$ cat src/rtl/core/differential_drive_steering_assert.svh
// Assertion macros for the differential drive steering block.
`ifndef DIFFERENTIAL_DRIVE_STEERING_ASSERT_SVH
`define DIFFERENTIAL_DRIVE_STEERING_ASSERT_SVH
`ifndef ASSERT_OFF
// Check a property out of reset on the block clock.
`define DDS_ASSERT(label, prop) \
  label: assert property (@(posedge clk_i) disable iff (!rst_ni) prop) \
    else $error("steering check failed");
// Check a property at every edge, reset included.
`define DDS_ASSERT_RST(label, prop) \
  label: assert property (@(posedge clk_i) prop) else $error("steering reset check failed");
`else
`define DDS_ASSERT(label, prop)
`define DDS_ASSERT_RST(label, prop)
`endif
`endif

$ cat src/rtl/core/dds_pwm.sv
// Duty to direction bit and PWM compare value, two register stages.
module dds_pwm (
  input  logic               clk_i,
  input  logic               adv_i,
  input  logic signed [15:0] duty_i,
  input  logic [15:0]        period_i,
  output logic [15:0]        cmp_o,
  output logic               rev_o
);

  logic signed [16:0] c;
  logic               rev, cpos;
  logic [30:0]        prod;
  logic [30:0]        prod_q;
  logic               rev_q, cpos_q;
  logic [16:0]        quo;
  logic [15:0]        cmp_d;
  logic [15:0]        cmp_q;
  logic               rev2_q;

  // Pick direction and fold the duty into a positive magnitude
  always_comb begin
    if (!duty_i[15] && (duty_i != 16'sd0)) begin
      rev = 1'b0;
      c   = {duty_i[15], duty_i};
    end else begin
      rev = 1'b1;
      c   = 17'sd16384 + {duty_i[15], duty_i};
    end
    cpos = !c[16] && (c != 17'sd0);
    prod = 31'(c[14:0]) * 31'(period_i);
  end

  always_ff @(posedge clk_i) begin
    if (adv_i) begin
      prod_q <= prod;
      rev_q  <= rev;
      cpos_q <= cpos;
    end
  end

  // Scale by the period and clamp to it
  always_comb begin
    quo = prod_q[30:14];
    if (!cpos_q) begin
      cmp_d = 16'h0000;
    end else if (quo > {1'b0, period_i}) begin
      cmp_d = period_i;
    end else begin
      cmp_d = quo[15:0];
    end
  end

  always_ff @(posedge clk_i) begin
    if (adv_i) begin
      cmp_q  <= cmp_d;
      rev2_q <= rev_q;
    end
  end

  assign cmp_o = cmp_q;
  assign rev_o = rev2_q;

endmodule

$ cat config.mk
export PLATFORM = sky130hd
export DESIGN_NAME = dds_pwm
export DESIGN_NICKNAME = d
export VERILOG_FILES = /design/src/rtl/core/differential_drive_steering_assert.svh /design/src/rtl/core/dds_pwm.sv
export SDC_FILE = /design/constraint.sdc
export NUM_CORES = 1
export LEC_CHECK = 0
export BUFFER_PORTS_ARGS = -buffer_cell sky130_fd_sc_hd__buf_2
export CAP_MARGIN = 20
export CORE_UTILIZATION = 55
export CTS_BUF_LIST = sky130_fd_sc_hd__clkbuf_4 sky130_fd_sc_hd__clkbuf_8 sky130_fd_sc_hd__clkbuf_16
export DETAILED_ROUTE_END_ITERATION = 8
export HOLD_SLACK_MARGIN = 0.02
export MAX_ROUTING_LAYER = met4
export PLACE_DENSITY = 0.73
export SYNTH_ARGS = -nofsm -noshare
export SYNTH_HDL_FRONTEND = slang
export SYNTH_SLANG_ARGS = --single-unit
$ cat constraint.sdc
create_clock -name clk_i -period 10.7 [get_ports clk_i]
set_input_delay 1.605 -clock clk_i [delete_from_list [all_inputs] [get_ports clk_i]]
set_output_delay 1.605 -clock clk_i [all_outputs]
set_load 0.1 [all_outputs]
; ---- After elaboration in Yosys (flattened, before gate mapping)
; Cells that the tools add are included.
; W data, S select, Z words.
[totals]
inputBits = 34
ff_bits = 50
wordCells = 17
[classes]
n_mux = 3
mul = 1
n_lt_le_gt_ge = 1
addsub = 1
reduce_logical = 6
[ops]
columns = operator, count
row1 = $mul A15 B16 Y31, 1
row2 = $add A16 B16 Y17 const A, 1
row3 = $gt A17 B16 Y1, 1
row4 = $mux W17, 1
row5 = $reduce_bool A17 Y1, 1
row6 = $mux W16, 1
row7 = $reduce_bool A16 Y1, 1
row8 = $logic_and A1 B1 Y1, 2
row9 = $logic_not A1 Y1, 2
row10 = $mux W1, 1

; ---- Longest topological paths before layout
[logic_depth]
depth_word = 5
mapped_depth = 26

; ---- Least setup slack after synthesis
; Ideal clock, no wire load.
[synth_path]
path_kind = input port to flip-flop
from = input duty_i[3]
to = register prod_q[30], data pin
setup_time_ps = 266
t_arrival_ps = 7701
path_buffers = 3
t_required_ps = 10434
slack_ps = 2733
stages = 25
cell_sequence = buf_2 or4_4 nor4_4 a21oi_2 xnor2_4 buf_6 and2_1 fa_1 inv_1 fa_1 fa_1 fa_1 inv_1 fa_1 inv_1 fa_1 inv_1 ha_1 clkbuf_1 nand2_1 o21ai_0 a221o_1 a221o_1 nor4_1 a211oi_1
[synth_between]
elab_chain_cells = 4
word_cells_on_any_way = 5
classes_between = add/sub: 1 / mul: 1 / mux: 1 / reduce/logical: 2
[synth_rtl]
columns = item, line
row1 = from (decl), dds_pwm.sv:5  ; input logic signed [15:0] duty_i,
row2 = "parallel branches: the longest is 2 deep, another holds $add A16 B16 Y17", --
row3 = $mux W17 (*), dds_pwm.sv:23  ; if (!duty_i[15] && (duty_i != 16'sd0)) begin
row4 = $mul A15 B16 Y31 (*), dds_pwm.sv:31  ; prod = 31'(c[14:0]) * 31'(period_i);
row5 = net prod[30], dds_pwm.sv:13  ; logic [30:0] prod;
row6 = to (signal assigned), dds_pwm.sv:36  ; prod_q <= prod;
row7 = to (decl), dds_pwm.sv:14  ; logic [30:0] prod_q;
; Mark *: on every way through the listed nets, which the timed path passes.
; A chain may end at the register's enable or synchronous reset.

; ---- Worst setup path in the final report
[layout_path]
from = input duty_i[4]
to = register prod_q[30], data pin
; Same word-level chain as after synthesis.

==> flow_summary.yaml <==
status:
  status: "complete, no violations"
clock_network:
  cts_resized: 0
  h-tree-depth: 2
  worstSkewPairLatency_ps: 290
  cts_buffer_depth: 2
  holdBufCountCts: 0
  postCtsSetupBuffers: 0
  clockRootBuffer: "clkbuf_16"
  clock_sinks: 36
  cts_buffers: 5
  cts.clk_slew.worst_paths_ps: 70
  cts_tree: "yes"
logic_synthesis:
  netlist_area_sq_um: 9820
  yosysTopAreaCellShare_pct: 36.5
  synth_edf_count: 36
  yosysSeqAreaShare_pct: 11.0
  yosysTopAreaCell: "fa_1"
  synth_ff_type: "edfxtp_1"
  synth_common_cells: "inv_1 (226), fa_1 (179), nand2_1 (169)"
  synth_fp_nets: 1406
  yosys-top-cells-area: "fa_1 (37%), ha_1 (14%), edfxtp_1 (11%)"
  ys_ff_latch: 36
  async_flop_share_pct: 0
  yosysMostFrequentCell: "inv_1"
  synth_cells: 1083
  syn_area_per_cell_sq_um: 9.06
  synth_cell_types: 47
  yosys_warnings: 0
floorplanning:
  floorplan.initialDensity_pct: 56.6
  io-pin-count: 51
  dieArea_sq_um: 18400
  die_x_microns: 136
  core_area_sq_um: 17400
  fp-row-count: 48
  die_h_microns: 136
setup_path:
  cp.required_ps: 10730
  arrival_ps: 8280
  crit_fanout: 17
  timing.rr.end: "cmp_o[6]"
  r2r_slack_ps: 8000
  crit_path_start_kind: "primary input"
  reg2reg_depth: 6
  crit_type: "primary input to flop"
  end_kind: "flop"
  reg2reg_from: "prod_q[29]"
place:
  port_buffers: 50
  pre_cts_ws_ps: 2180
  hpwl_microns: 18300
  place_area_sq_um: 10100
  gp_congestion: 1.03
global_routing:
  grt.total_usage_pct: 28.3
  antenna_found_initial: 0
  grt_pass1_vias: 7614
  grt_max_degree: 37
  grt_pass1_wl_microns: 38700
  overflow: 0
drt:
  ant_nets: 0
  routed_via_density: 5.54
  vias: 7299
  routed_wl_microns: 23100
  wl_met2_microns: 10700
  dr.pass1.iters: 5
  met1Wirelength_microns: 10500
  highest_layer: "met4"
  drt_iter0_drc: 466
  wire_per_inst_microns: 17.5
  post-route-drc-count: 0
  route.met3.wl_microns: 1490
cells_and_area:
  synthToLayoutAreaGrowth_pct: 4.77
  final_area_sq_um: 10300
  antennaDiodeCount: 0
  fin_nets: 1415
  drive_above_1_share_pct: 5.95
sta:
  clock.fmax_mhz: 121
  tightest_slew_ps: 1010
  fin_ws_ps: 2450
  setup_viol: 0
  whs_ps: 432
  rsz0062_at_grt: "no"
  slew_headroom_pct: 32.7
  slew_viol_final: 0
  skew_ps: 11.5
  totalNegativeSetupSlack_ps: 0
  period_share_pct: 77.1
  finalCriticalPeriod_ps: 8250
  hold_violations: 0
flow_run:
  drv_cap: 0
min_path:
  worstHoldPathType: "flop to flop"
  min_from: "rev_q"
  whs_path_depth: 0
  whs_endpoint: "rev_o"
cells by family (layout without fill, tap and decap cells):
logic type / after synthesis / in the layout / share of synthesized area (%)
AOI/OAI and AO/OA: 91 / 91 / 6.02
muxes: 18 / 18 / 1.84
adders and majority gates: 289 / 289 / 50.5
DFF: 36 / 36 / 11.0
xor gates and xnor gates: 15 / 15 / 1.53
buffers and inverters: 274 / 284 / 10.7
and+or+nand+nor: 360 / 360 / 18.3
worst max-delay path by stage:
stage / end / start
finish: prod_q[30] / duty_i[4]
global route: prod_q[30] / duty_i[4]
CTS: prod_q[30] / duty_i[4]
detailed placement: prod_q[30] / duty_i[4]
global placement: prod_q[30] / duty_i[4]
floorplan: prod_q[30] / duty_i[3]
through the flow:
step,cells,util [%]
2_1_floorplan,1083,-
3_3_place_gp,1310,58.4
3_5_place_dp,1310,58.4
4_1_cts,1318,59.3
5_1_grt,1318,59.3
6_report,1318,59.3
flip-flops by register name, summed over array words and instances, names as in the netlist:
signal and count:
cmp_o 16, cpos_q 1, prod_q 17, rev_o 1, rev_q 1
cells in the final DEF (no fill, tap or decap), types with 4 or more instances in the layout:
| master | synthesis | final |
|---|---|---|
| a211oi_1 | 5 | 5 |
| a21o_1 | 10 | 10 |
| a21oi_1 | 32 | 32 |
| and2_1 | 125 | 125 |
| and3_1 | 4 | 4 |
| buf_2 | 3 | 50 |
| clkbuf_16 | 0 | 5 |
| edfxtp_1 | 36 | 36 |
| fa_1 | 179 | 179 |
| ha_1 | 110 | 110 |
| inv_1 | 226 | 226 |
| mux2i_1 | 18 | 18 |
| nand2_1 | 169 | 169 |
| nand3_1 | 11 | 11 |
| nand4_1 | 9 | 9 |
| nor2_1 | 17 | 17 |
| nor2b_1 | 4 | 4 |
| nor3_1 | 6 | 6 |
| nor4_1 | 6 | 6 |
| o21ai_0 | 15 | 15 |
| xnor2_1 | 10 | 10 |
| xor2_1 | 4 | 4 |
worst max-delay path, cell delays in order:
cell,delay (ps)
buf_2,210
or4_4,580
nor4_4,270
a21oi_2,160
xnor2_4,400
and2_1,210
fa_1,410
inv_1,80
fa_1,420
fa_1,470
fa_1,490
inv_1,40
fa_1,500
inv_1,60
fa_1,470
inv_1,40
ha_1,350
a21oi_1,140
o21ai_0,240
a221o_1,430
a221o_1,370
nor4_1,250
a211oi_1,90
layout make-up:
cell class	count	area, sq um
multi-input cells	773	7680
fillers	1524	7070
flip-flops and latches	36	1080
inverters	226	848
well taps	225	282
repair buffers	50	250
clock buffers	5	125
clock inverters	3	17.5
metal layers:
layer	GRT usage (%)	vias up
met5	-	-
met4	5.06	0
met3	3.78	29
met2	44.9	237
met1	39.2	3664
li1	-	3369
Power is left out: the tool's default activity adds up to more than one toggle a clock period on the data nets, which glitch-free logic cannot reach.
